File: src/hdl/mcg_pkg.sv
// ----------------------------------------------------------------------------
// mcg_pkg
// Shared types, widths and calendar tables of the month calendar grid.
// ----------------------------------------------------------------------------
package mcg_pkg;

  localparam int unsigned IdxW     = 17;
  localparam int unsigned YearCfgW = 15;
  localparam int unsigned YearW    = 14;
  localparam int unsigned MonthW   = 4;
  localparam int unsigned DayW     = 5;
  localparam int unsigned PosW     = 6;
  localparam int unsigned CfgIdxW  = 2;

  localparam int unsigned DivW       = 17;
  localparam int unsigned DvsW       = 7;
  localparam int unsigned RecipW     = 16;
  localparam int unsigned RecipShift = 17;

  localparam logic [DvsW-1:0] DVS_MONTHS  = DvsW'(12);
  localparam logic [DvsW-1:0] DVS_CENTURY = DvsW'(100);
  localparam logic [DvsW-1:0] DVS_WEEK    = DvsW'(7);

  // scaled by 2^17, applied after a shift by two for months and centuries
  localparam logic [RecipW-1:0] RECIP_MONTHS  = RecipW'(43691);
  localparam logic [RecipW-1:0] RECIP_CENTURY = RecipW'(5243);
  localparam logic [RecipW-1:0] RECIP_WEEK    = RecipW'(18725);

  localparam logic [15:0] YEAR_MAX = 16'd9999;

  localparam logic [CfgIdxW-1:0] CFG_FIRST_YEAR = CfgIdxW'(0);
  localparam logic [CfgIdxW-1:0] CFG_LAST_YEAR  = CfgIdxW'(1);

  typedef struct packed {
    logic [YearW-1:0]  year;
    logic [MonthW-1:0] month;
    logic [2:0]        lead;
    logic [DayW-1:0]   len;
    logic [DayW-1:0]   plen;
  } mcg_grid_t;

  function automatic logic [DayW-1:0] month_days(input logic [MonthW-1:0] m);
    logic [DayW-1:0] d;
    case (m)
      4'd2:                      d = 5'd28;
      4'd4, 4'd6, 4'd9, 4'd11:   d = 5'd30;
      default:                   d = 5'd31;
    endcase
    return d;
  endfunction

  function automatic logic [2:0] dow_offset(input logic [MonthW-1:0] m);
    logic [2:0] o;
    case (m)
      4'd2:    o = 3'd3;
      4'd3:    o = 3'd2;
      4'd4:    o = 3'd5;
      4'd5:    o = 3'd0;
      4'd6:    o = 3'd3;
      4'd7:    o = 3'd5;
      4'd8:    o = 3'd1;
      4'd9:    o = 3'd4;
      4'd10:   o = 3'd6;
      4'd11:   o = 3'd2;
      4'd12:   o = 3'd4;
      default: o = 3'd0;
    endcase
    return o;
  endfunction

endpackage

File: src/hdl/month_calendar_grid.sv
// ----------------------------------------------------------------------------
// month_calendar_grid
// Monday-first Gregorian grid of one month, one cell per output request.
// A request names a month counted from January of first_year. The block
// checks it against the configured year range, then runs three divisions on
// one shared reciprocal-multiply divider (month index by 12, year by 100,
// weekday sum by 7) and emits 28 to 42 cells, one per cycle while the
// output is not stalled. The input is free again the cycle after the
// last cell is taken. A request that is out of range, or whose year
// exceeds 9999, yields no cells and frees the input.
// The input stays stalled until the last cell has been taken.
// ----------------------------------------------------------------------------
module month_calendar_grid
  import mcg_pkg::*;
(
  input  logic                      clk_i,
  input  logic                      rst_ni,
  input  logic                      cfg_valid_i,
  output logic                      cfg_ready_o,
  input  logic [CfgIdxW-1:0]        cfg_index_i,
  input  logic [YearCfgW-1:0]       cfg_data_i,
  input  logic                      in_valid_i,
  output logic                      in_stall_o,
  input  logic [IdxW-1:0]           month_index_i,
  output logic                      out_valid_o,
  input  logic                      out_stall_i,
  output logic [DayW-1:0]           day_number_o,
  output logic                      in_month_o,
  output logic [YearW-1:0]          grid_year_o,
  output logic [MonthW-1:0]         grid_month_o,
  output logic [PosW-1:0]           cell_position_o,
  output logic                      last_cell_o
);

  typedef enum logic [2:0] {
    ST_IDLE,
    ST_CHECK,
    ST_DIV12,
    ST_DIV100,
    ST_DIV7,
    ST_EMIT
  } state_e;

  state_e                      state_q;
  logic signed [YearCfgW-1:0]  first_q;
  logic signed [YearCfgW-1:0]  last_q;
  logic [IdxW-1:0]             idx_q;
  logic [YearW-1:0]            year_q;
  logic [MonthW-1:0]           month_q;
  logic                        leap_q;

  logic                        div_start_q;
  logic [DivW-1:0]             div_dividend_q;
  logic [DvsW-1:0]             div_divisor_q;
  logic                        div_done;
  logic [DivW-1:0]             div_quot;
  logic [DvsW-1:0]             div_rem;

  logic                        gen_start_q;
  mcg_grid_t                   grid_q;
  logic                        gen_done;

  logic signed [16:0]          diff;
  logic [18:0]                 span;
  logic                        req_ok;
  logic [15:0]                 year_sum;
  logic [MonthW-1:0]           month_d;
  logic                        early;
  logic                        leap_d;
  logic [YearW-1:0]            yy;
  logic [6:0]                  qy;
  logic [14:0]                 wd_sum;
  logic [2:0]                  lead_d;
  logic [DayW-1:0]             len_d;
  logic [DayW-1:0]             plen_d;

  assign cfg_ready_o = 1'b1;
  assign in_stall_o  = (state_q != ST_IDLE);

  always_comb begin
    diff   = {{2{last_q[YearCfgW-1]}}, last_q} - {{2{first_q[YearCfgW-1]}}, first_q}
             + 17'sd1;
    span   = {diff[15:0], 3'b000} + {1'b0, diff[15:0], 2'b00};
    req_ok = (last_q > first_q) && (first_q >= 15'sd1) && ({2'b00, idx_q} < span);

    year_sum = {2'b00, first_q[13:0]} + {2'b00, div_quot[13:0]};
    month_d  = div_rem[3:0] + 4'd1;

    early  = (month_q < 4'd3);
    leap_d = (year_q[1:0] == 2'b00) &&
             ((div_rem != '0) || (div_quot[1:0] == 2'b00));
    yy     = early ? year_q - 14'd1 : year_q;
    qy     = (early && (div_rem == '0)) ? div_quot[6:0] - 7'd1 : div_quot[6:0];
    wd_sum = {1'b0, yy} + {3'b000, yy[13:2]} - {8'd0, qy} + {10'd0, qy[6:2]}
             + {12'd0, dow_offset(month_q)} + 15'd1;

    lead_d = (div_rem[2:0] == 3'd0) ? 3'd6 : div_rem[2:0] - 3'd1;
    len_d  = ((month_q == 4'd2) && leap_q) ? 5'd29 : month_days(month_q);
    if (month_q == 4'd1) begin
      plen_d = 5'd31;
    end else if ((month_q == 4'd3) && leap_q) begin
      plen_d = 5'd29;
    end else begin
      plen_d = month_days(month_q - 4'd1);
    end
  end

  always_ff @(posedge clk_i or negedge rst_ni) begin
    if (!rst_ni) begin
      first_q <= -15'sd1;
      last_q  <= -15'sd1;
    end else if (cfg_valid_i && cfg_ready_o) begin
      unique case (cfg_index_i)
        CFG_FIRST_YEAR: first_q <= cfg_data_i;
        CFG_LAST_YEAR:  last_q  <= cfg_data_i;
        default: ;
      endcase
    end
  end

  always_ff @(posedge clk_i or negedge rst_ni) begin
    if (!rst_ni) begin
      state_q     <= ST_IDLE;
      div_start_q <= 1'b0;
      gen_start_q <= 1'b0;
    end else begin
      div_start_q <= 1'b0;
      gen_start_q <= 1'b0;
      unique case (state_q)
        ST_IDLE: begin
          if (in_valid_i) begin
            idx_q   <= month_index_i;
            state_q <= ST_CHECK;
          end
        end
        ST_CHECK: begin
          if (req_ok) begin
            div_start_q    <= 1'b1;
            div_dividend_q <= idx_q;
            div_divisor_q  <= DVS_MONTHS;
            state_q        <= ST_DIV12;
          end else begin
            state_q <= ST_IDLE;
          end
        end
        ST_DIV12: begin
          if (div_done) begin
            if (year_sum > YEAR_MAX) begin
              state_q <= ST_IDLE;
            end else begin
              year_q         <= year_sum[13:0];
              month_q        <= month_d;
              div_start_q    <= 1'b1;
              div_dividend_q <= {3'b000, year_sum[13:0]};
              div_divisor_q  <= DVS_CENTURY;
              state_q        <= ST_DIV100;
            end
          end
        end
        ST_DIV100: begin
          if (div_done) begin
            leap_q         <= leap_d;
            div_start_q    <= 1'b1;
            div_dividend_q <= {2'b00, wd_sum};
            div_divisor_q  <= DVS_WEEK;
            state_q        <= ST_DIV7;
          end
        end
        ST_DIV7: begin
          if (div_done) begin
            grid_q.year  <= year_q;
            grid_q.month <= month_q;
            grid_q.lead  <= lead_d;
            grid_q.len   <= len_d;
            grid_q.plen  <= plen_d;
            gen_start_q  <= 1'b1;
            state_q      <= ST_EMIT;
          end
        end
        ST_EMIT: begin
          if (gen_done) begin
            state_q <= ST_IDLE;
          end
        end
        default: begin
          state_q <= ST_IDLE;
        end
      endcase
    end
  end

  mcg_divider u_divider (
    .clk_i      (clk_i),
    .rst_ni     (rst_ni),
    .start_i    (div_start_q),
    .dividend_i (div_dividend_q),
    .divisor_i  (div_divisor_q),
    .done_o     (div_done),
    .quot_o     (div_quot),
    .rem_o      (div_rem)
  );

  mcg_cell_gen u_cell_gen (
    .clk_i           (clk_i),
    .rst_ni          (rst_ni),
    .start_i         (gen_start_q),
    .grid_i          (grid_q),
    .done_o          (gen_done),
    .out_valid_o     (out_valid_o),
    .out_stall_i     (out_stall_i),
    .day_number_o    (day_number_o),
    .in_month_o      (in_month_o),
    .grid_year_o     (grid_year_o),
    .grid_month_o    (grid_month_o),
    .cell_position_o (cell_position_o),
    .last_cell_o     (last_cell_o)
  );

endmodule

File: src/hdl/mcg_divider.sv
// ----------------------------------------------------------------------------
// mcg_divider
// Shared constant divider: reciprocal multiply for the quotient, then
// multiply back and subtract for the remainder.
// ----------------------------------------------------------------------------
module mcg_divider
  import mcg_pkg::*;
(
  input  logic                clk_i,
  input  logic                rst_ni,
  input  logic                start_i,
  input  logic [DivW-1:0]     dividend_i,
  input  logic [DvsW-1:0]     divisor_i,
  output logic                done_o,
  output logic [DivW-1:0]     quot_o,
  output logic [DvsW-1:0]     rem_o
);

  logic [DivW-1:0]        dividend_q;
  logic [DvsW-1:0]        divisor_q;
  logic [DivW-1:0]        quot_q;
  logic [DvsW-1:0]        rem_q;
  logic                   busy_q;
  logic                   done_q;

  logic [DivW-1:0]        scaled;
  logic [RecipW-1:0]      recip;
  logic [DivW+RecipW-1:0] product;
  logic [DivW-1:0]        quot_d;
  logic [DivW+DvsW-1:0]   back;
  logic [DivW-1:0]        rem_full;
  logic [DvsW-1:0]        rem_d;

  always_comb begin
    unique case (divisor_i)
      DVS_MONTHS: begin
        scaled = dividend_i >> 2;
        recip  = RECIP_MONTHS;
      end
      DVS_CENTURY: begin
        scaled = dividend_i >> 2;
        recip  = RECIP_CENTURY;
      end
      DVS_WEEK: begin
        scaled = dividend_i;
        recip  = RECIP_WEEK;
      end
      default: begin
        scaled = dividend_i;
        recip  = RECIP_WEEK;
      end
    endcase
    product  = {{RecipW{1'b0}}, scaled} * {{DivW{1'b0}}, recip};
    quot_d   = DivW'(product[DivW+RecipW-1:RecipShift]);
    back     = {{DvsW{1'b0}}, quot_q} * {{DivW{1'b0}}, divisor_q};
    rem_full = dividend_q - back[DivW-1:0];
    rem_d    = rem_full[DvsW-1:0];
  end

  always_ff @(posedge clk_i or negedge rst_ni) begin
    if (!rst_ni) begin
      busy_q <= 1'b0;
      done_q <= 1'b0;
    end else begin
      busy_q <= start_i;
      done_q <= busy_q;
    end
  end

  always_ff @(posedge clk_i) begin
    if (start_i) begin
      dividend_q <= dividend_i;
      divisor_q  <= divisor_i;
      quot_q     <= quot_d;
    end else if (busy_q) begin
      rem_q <= rem_d;
    end
  end

  assign done_o = done_q;
  assign quot_o = quot_q;
  assign rem_o  = rem_q;

endmodule

File: src/hdl/mcg_cell_gen.sv
// ----------------------------------------------------------------------------
// mcg_cell_gen
// Walks the grid cells of one month and drives the registered output.
// ----------------------------------------------------------------------------
module mcg_cell_gen
  import mcg_pkg::*;
(
  input  logic               clk_i,
  input  logic               rst_ni,
  input  logic               start_i,
  input  mcg_grid_t          grid_i,
  output logic               done_o,
  output logic               out_valid_o,
  input  logic               out_stall_i,
  output logic [DayW-1:0]    day_number_o,
  output logic               in_month_o,
  output logic [YearW-1:0]   grid_year_o,
  output logic [MonthW-1:0]  grid_month_o,
  output logic [PosW-1:0]    cell_position_o,
  output logic               last_cell_o
);

  typedef enum logic [1:0] {
    PH_IDLE,
    PH_PREV,
    PH_CUR,
    PH_NEXT
  } phase_e;

  phase_e           phase_q;
  mcg_grid_t        grid_q;
  logic [DayW-1:0]  day_q;
  logic [2:0]       col_q;
  logic [PosW-1:0]  pos_q;

  logic             out_valid_q;
  logic [DayW-1:0]  day_number_q;
  logic             in_month_q;
  logic [PosW-1:0]  cell_position_q;
  logic             last_cell_q;

  logic             free;
  logic             is_last;
  logic [DayW-1:0]  day_init;

  always_comb begin
    free     = !out_valid_q || !out_stall_i;
    is_last  = (col_q == 3'd6) &&
               ((phase_q == PH_NEXT) || ((phase_q == PH_CUR) && (day_q == grid_q.len)));
    day_init = DayW'({1'b0, grid_i.plen} + 6'd1 - {3'b0, grid_i.lead});
  end

  always_ff @(posedge clk_i or negedge rst_ni) begin
    if (!rst_ni) begin
      phase_q     <= PH_IDLE;
      out_valid_q <= 1'b0;
    end else begin
      if (free) begin
        out_valid_q <= 1'b0;
      end
      if (start_i) begin
        grid_q <= grid_i;
        col_q  <= '0;
        pos_q  <= '0;
        if (grid_i.lead == 3'd0) begin
          phase_q <= PH_CUR;
          day_q   <= DayW'(1);
        end else begin
          phase_q <= PH_PREV;
          day_q   <= day_init;
        end
      end else if (free && (phase_q != PH_IDLE)) begin
        out_valid_q     <= 1'b1;
        day_number_q    <= day_q;
        in_month_q      <= (phase_q == PH_CUR);
        cell_position_q <= pos_q;
        last_cell_q     <= is_last;
        pos_q           <= pos_q + PosW'(1);
        col_q           <= (col_q == 3'd6) ? 3'd0 : col_q + 3'd1;
        day_q           <= day_q + DayW'(1);
        unique case (phase_q)
          PH_PREV: begin
            if (day_q == grid_q.plen) begin
              phase_q <= PH_CUR;
              day_q   <= DayW'(1);
            end
          end
          PH_CUR: begin
            if (is_last) begin
              phase_q <= PH_IDLE;
            end else if (day_q == grid_q.len) begin
              phase_q <= PH_NEXT;
              day_q   <= DayW'(1);
            end
          end
          PH_NEXT: begin
            if (is_last) begin
              phase_q <= PH_IDLE;
            end
          end
          default: begin
            phase_q <= PH_IDLE;
          end
        endcase
      end
    end
  end

  assign done_o          = out_valid_q && !out_stall_i && last_cell_q;
  assign out_valid_o     = out_valid_q;
  assign day_number_o    = day_number_q;
  assign in_month_o      = in_month_q;
  assign grid_year_o     = grid_q.year;
  assign grid_month_o    = grid_q.month;
  assign cell_position_o = cell_position_q;
  assign last_cell_o     = last_cell_q;

endmodule
File: config.mk
export PLATFORM = sky130hd
export DESIGN_NAME = month_calendar_grid
export DESIGN_NICKNAME = d
export VERILOG_FILES = /design/src/hdl/mcg_pkg.sv /design/src/hdl/month_calendar_grid.sv /design/src/hdl/mcg_divider.sv /design/src/hdl/mcg_cell_gen.sv
export SDC_FILE = /design/constraint.sdc
export NUM_CORES = 1
export LEC_CHECK = 0
export BUFFER_PORTS_ARGS = -buffer_cell sky130_fd_sc_hd__buf_2
export CORE_UTILIZATION = 44
export CTS_CLUSTER_DIAMETER = 100
export CTS_CLUSTER_SIZE = 40
export DETAILED_ROUTE_END_ITERATION = 8
export PLACE_DENSITY_LB_ADDON = 0.25
export SYNTH_ARGS = -nofsm -noshare
export SYNTH_HDL_FRONTEND = slang
export SYNTH_SLANG_ARGS = --single-unit
File: constraint.sdc
create_clock -name clk_i -period 19.5 [get_ports clk_i]
set_input_delay 0.975 -clock clk_i [delete_from_list [all_inputs] [get_ports clk_i]]
set_output_delay 0.975 -clock clk_i [all_outputs]
set_load 0.02 [all_outputs]
* Yosys cells after proc, flatten, opt, wreduce, memory -nomap -nowiden *
Memories as Yosys holds them, arrays and structs flattened. A register that Yosys moved wholly into a read port is not among the register bits.
Index checks and enable logic that the tools add are counted.

operators by class
  add/sub/neg operators = 20
  multiply operators = 2
  order comparisons = 5
  eq/ne operators = 36
  muxes and demuxes = 53
  bitwise logic cells = 3
  reductions and logical operators = 45

operator list
  kind                                                                 number
  two-way mux 17 bit                                                   5
  case mux 17 bit (3 select lines)                                     1
  two-way mux 7 bit                                                    5
  multiplier 17 x 16 -> 33 bit                                         1
  case mux 16 bit (2 select lines)                                     1
  two-way mux 5 bit                                                    6
  two-way mux 3 bit                                                    7
  case mux 7 bit (3 select lines)                                      1
  two-way mux 2 bit                                                    10
  adder 19 x 18 -> 19 bit                                              1
  < comparator 17 x 19 -> 1 bit                                        1
  case mux 3 bit (6 select lines)                                      1
  adder 16 x 2 -> 16 bit (second input constant)                       1
  == test 4 x 3 -> 1 bit (second input constant)                       4
  == test 4 bit (second input constant)                                4
  multiplier 16 x 7 -> 7 bit                                           1
  subtractor 15 x 15 -> 16 bit                                         1
  adder 14 x 12 -> 15 bit                                              1
  adder 14 x 14 -> 15 bit                                              1
  adder 15 x 1 -> 15 bit (second input constant)                       1
  adder 15 x 3 -> 15 bit                                               1
  adder 15 x 5 -> 15 bit                                               1
  greater-or-equal comparator 15 x 2 -> 1 bit (second input constant)  1
  > comparator 15 x 14 -> 1 bit (second input constant)                1
  52 further kinds                                                     106

storage, ports and cells
  bits in registers = 223
  ROM bits = 48
  bits of input ports = 39
  output and inout port bits = 34
  word-level logic and storage cells = 201
  memories kept = 1

memories
  memory            depth  bits a word  read ports  clocked after Yosys merged registers in  write ports  RTL line       source
  (name not given)  16     3            1           1                                        0            mcg_pkg.sv:54  case (m)

* Logic depth before layout (Yosys ltp) *
  depth in word-level cells = 9
  gate-level depth with buffers = 30
  mapped depth without buffers = 29

* By module *
Synthesis repeated with hierarchy kept, for this count alone.

unflattened totals
  cell total of the unflattened synthesis = 2125
  area total of the unflattened synthesis = 21600.7 µm²

modules (own cells, without submodules)
  module               times used  cells each  area an instance (µm²)  seq. area each (µm²)
  mcg_divider          1           989         9451.6                  1161.1
  month_calendar_grid  1           938         9395.3                  3405.8
  mcg_cell_gen         1           198         2753.9                  1726.7

* Worst setup path after synthesis *
OpenSTA, ideal clock, no wires.

  path kind = register to register
  from = register div_divisor_q[3]
  to = register u_divider.quot_q[13] (netlist: u_divider.quot_o[13]), data pin
  library setup time = 0.136 ns
  arrival time = 7.255 ns
  data required time = 19.364 ns
  slack = 12.109 ns
  stages on the path, launching flop included = 27
  buffers on the path = 1
  period minus slack after synthesis = 7.391 ns
  cell sequence = edfxtp_1 -> nor3b_1 -> nor2_1 -> clkbuf_1 -> nand2_1 -> nand2_1 -> fa_1 -> inv_1 -> fa_1 -> fa_1 -> inv_1 -> fa_1 -> fa_1 -> inv_1 -> fa_1 -> inv_1 -> ha_1 -> a21o_1 -> a21oi_1 -> o21ai_0 -> and2_1 -> o41a_1 -> a221o_1 -> a21oi_2 -> a21oi_2 -> or4_1 -> nand3_1

between the ends
  longest elaborated chain between the ends = 4
  elaborated cells between the ends (all ways) = 6
  those cells by class = 1 x mul; 2 x eq/ne; 2 x mux; 1 x reduce/logical

RTL lines
  what                                                            RTL line                    source
  from (decl)                                                     month_calendar_grid.sv:54   logic [DvsW-1:0] div_divisor_q;
  from (signal assigned)                                          month_calendar_grid.sv:140  div_divisor_q <= DVS_MONTHS;
  from (signal assigned)                                          month_calendar_grid.sv:155  div_divisor_q <= DVS_CENTURY;
  from (signal assigned)                                          month_calendar_grid.sv:165  div_divisor_q <= DVS_WEEK;
  == test 7 x 4 -> 1 bit / == test 7 bit (equally long branches)  mcg_divider.sv:35           unique case (divisor_i)
  OR reduction 2 bit (no source line)                             n/a
  two-way mux 17 bit                                              mcg_divider.sv:35
  multiplier 17 x 16 -> 33 bit (*)                                mcg_divider.sv:53           product = {{RecipW{1'b0}}, scaled} * {{DivW{1'b0}}, recip};
  net u_divider.product[30]                                       mcg_divider.sv:28           logic [DivW+RecipW-1:0] product;
  to (signal assigned)                                            mcg_divider.sv:74           quot_q <= quot_d;
  to (decl)                                                       mcg_divider.sv:21           logic [DivW-1:0] quot_q;

Mark *: on every way through the listed nets, which the timed path passes. The rest lies on a longest branch.
A chain may end at the register's enable or synchronous reset.

* Worst setup path after layout *
  from = register div_divisor_q[5]
  to = register u_divider.quot_q[13] (netlist: u_divider.quot_o[13]), data pin

The elaborated chain is that of the path after synthesis.

==> impl_results.md <==
* Status: complete, no violations
* Last element of the critical path: u_divider.quot_o[13]
* Most frequent cells in the layout: inv_1, ha_1, fa_1
* Setup Fix Bufs, Post-CTS at 0
* Placed insts at 2,607
* CTS clock-pin slew for the worst setup and hold paths at 130 ps
* Design area at roughly 21,000 um^2
* Sequential share of the synthesized area at 29.4%
* Max transition margin at 20.0%
* Area Growth Syn to Fin at 6.52%
* Vias post-DR at 13,300
* Die ar. at 46,700 um^2
* DRC viols at 0
* Place WS at between 10,000 and 15,000 ps
* Total GRT Usage at 20.2%
* Share of post-route cells with drive strength above 1 at 8.06%
* Worst reg2reg setup slack at about 11,000 ps
* WP data arrival at around 8600 ps
* Top Layer Used: met4
* Cts hold-fix bufs at 0
* Reg2Reg Launch Point: div_divisor_q[5]
* Slew Limit Fails at 0
* Nets at 2,517
* EDFF count, synth at around 160
* Met3 wire length at ~1400 um
* CTS tree: yes
* CTS max path bufs at 3
* Post-synth top area share at 24.0%
* Hold_sp: u_divider.busy_q
* Pin count of the biggest net entering global routing at 42
* Post-synth ARST share at 19.6%
* Yosys cell types at roughly 80
* Final hold viol count at 0
* Top cells by area, synth: edfxtp_1, fa_1, ha_1
* Worst min path class: flop to flop
* Yosys reg bits at ~200
* Root buf cell: clkbuf_16
* Min Tclk post-route at 8260 ps
* Main synth FF type: edfxtp_1
* Synth warnings at 0
* CP startpoint: div_divisor_q[5]
* CP Capture Type: flop
* I/O Buffers at 71
* Placeable Area at 45,300 um^2
* Dpl hpwl at 38,900 um
* Crit path launch type: flop
* Initial Util at 44.5%
* Later-pin clock latency in the skew report at 490 ps
* WP data required at 19,840 ps
* Worst setup margin at roughly 11,000 ps
* Io pins at 73
* Height of the chip at 216 um
* DRT Wirelength at 45,600 um
* Post-DRT Antenna Nets at 0
* Unrepaired setup endpoints after global routing: false
* Total CTS buffers at 10
* # H-tree levels at 1
* Initial antenna violation count at 0
* CTS sink cnt at 204
* Setup total negative slack at 0 ps
* Maximum clock frequency at 121 MHz
* Final Skew at between 20 and 30 ps
* Final Non-Filler Cells at between 2,000 and 3,000
* Number of global-route vias before repair at roughly 14,000
* Average cell area after synthesis at 10.2 um^2
* GRT overflow at 0
* Routed wire per std cell at between 15 and 20 um
* Placed cell areas at around 21,000 um^2
* First-pass GRT wire length at 74,100 um
* Cell count after synthesis at 1,967
* Routed wl met2 at 21,900 um
* Least-Margin Pin Slew at 1200 ps
* Die width at about 220 um
* Number of core rows at between 70 and 80
* Post-Route M1 WL at 20,900 um
* Reg2reg end: u_divider.quot_o[13]
* Worst Path Max Fanout at 28
* Setup CP Type: flop to flop
* Vias per cell at 5.08
* Syn Std Cell Area at 20,200 um^2
* Fin crit share at 42.3%
* Worst Reg2Reg Path Length in Cells at 26
* Routability congestion estimate at 0.958
* Yosys top cell by area: edfxtp_1
* DR iter-0 viols at between 700 and 800
* Max Cap Violations at 0
* Commonest non-fill, non-tap cell in the layout: inv_1
* Ant diodes at 0
* Cts repair resizes at 0
* Setup violators final at 0
* Drt first pass iters at 5
per-layer routing:
layer / track usage, % / vias up
li1: - / 6473
met1: 27.5 / 6540
met2: 34.3 / 243
met3: 1.86 / 60
met4: 5.68 / 0
met5: 0 / -
kinds of logic after synthesis:
kind of cell             count (synthesis)  share of synthesized area (%)
AO/OA/AOI/OAI                          265                           8.39
XOR/XNOR                               116                           5.08
adder cells (fa/ha/maj)                459                           36.3
buffers and inverters                  470                           9.15
flip-flops                             204                           29.4
multiplexers                            30                           1.58
other                                    2                         0.0373
AND/OR/NAND/NOR                        421                           9.98
how the worst min path moves through the flow:
| stage | endpoint | slack [ps] | depth (start not counted) |
|---|---|---|---|
| final | u_divider.done_o | 410 | 0 |
| after global routing | u_cell_gen.grid_year_o[5] | 420 | 0 |
| after CTS | u_divider.done_o | 410 | 0 |
| after detailed placement | u_divider.done_o | 370 | 0 |
| after global placement | u_divider.done_o | 360 | 0 |
| after floorplan | u_divider.done_o | 350 | 0 |
synthesized netlist by cell type, types with 6 or more instances:
master	count
nor2b_1	22
ha_1	248
xor2_1	41
mux2i_1	15
nand2b_1	23
nor3b_1	8
inv_1	418
a31oi_1	10
edfxtp_1	161
fa_1	211
nand4_1	9
nand3_1	19
xnor2_1	74
or3_1	6
clkbuf_1	27
a21oi_1	90
and3_1	7
o21a_1	7
a21o_1	20
nor4_1	8
dfrtp_1	10
and2_1	25
a211oi_1	9
o21ai_0	69
buf_4	19
dfstp_2	30
o21bai_1	7
mux2_2	15
nor3_1	28
nor2_1	80
nand2_1	165
cell type report:
type	instances	area (um^2)
Fill cell	4313	23800
Sequential cell	204	5930
Multi-Input combinational cell	1307	12400
Clock buffer	12	279
Timing Repair Buffer	76	393
Tap cell	600	751
Inverter	420	1580
Clock inverter	4	92.6
flip-flops by register name, indices dropped and copies added, names as in the netlist, 5 cells and up, named ones only:
signal	count
grid_q	25
div_dividend_q	17
idx_q	17
first_q	15
last_q	15
u_cell_gen.grid_year_o	14
u_divider.quot_o	14
year_q	14
u_divider.dividend_q	7
u_divider.rem_o	7
u_cell_gen.cell_position_o	6
u_cell_gen.pos_q	6
u_cell_gen.day_number_o	5
u_cell_gen.day_q	5
worst max-delay path: stages, from the launching register on:
cell and delay, ps:
edfxtp_1 470, nor3b_2 180, buf_4 230, nor2_1 930, nand2_1 300, nand2_1 240
fa_1 420, inv_1 100, fa_1 410, fa_1 510, inv_1 50, fa_1 460
fa_1 540, inv_1 50, fa_1 520, inv_1 40, ha_1 300, a21o_1 180
a21oi_1 130, o21ai_0 80, and2_1 170, o41a_1 430, a221o_1 420, a21oi_2 220
a21oi_2 110, or4_1 480, nand3_1 120
through the flow:
step / utilization [%] / hold WS [ps]
floorplan: - / 347
global placement: 46.6 / 359
detailed placement: 46.6 / 372
CTS: 47.4 / 411
global route: 47.4 / 420
finish: 47.4 / 412
Power is not shown: default switching activity piles up to over one toggle a cycle in this logic, so the estimate is an artifact.
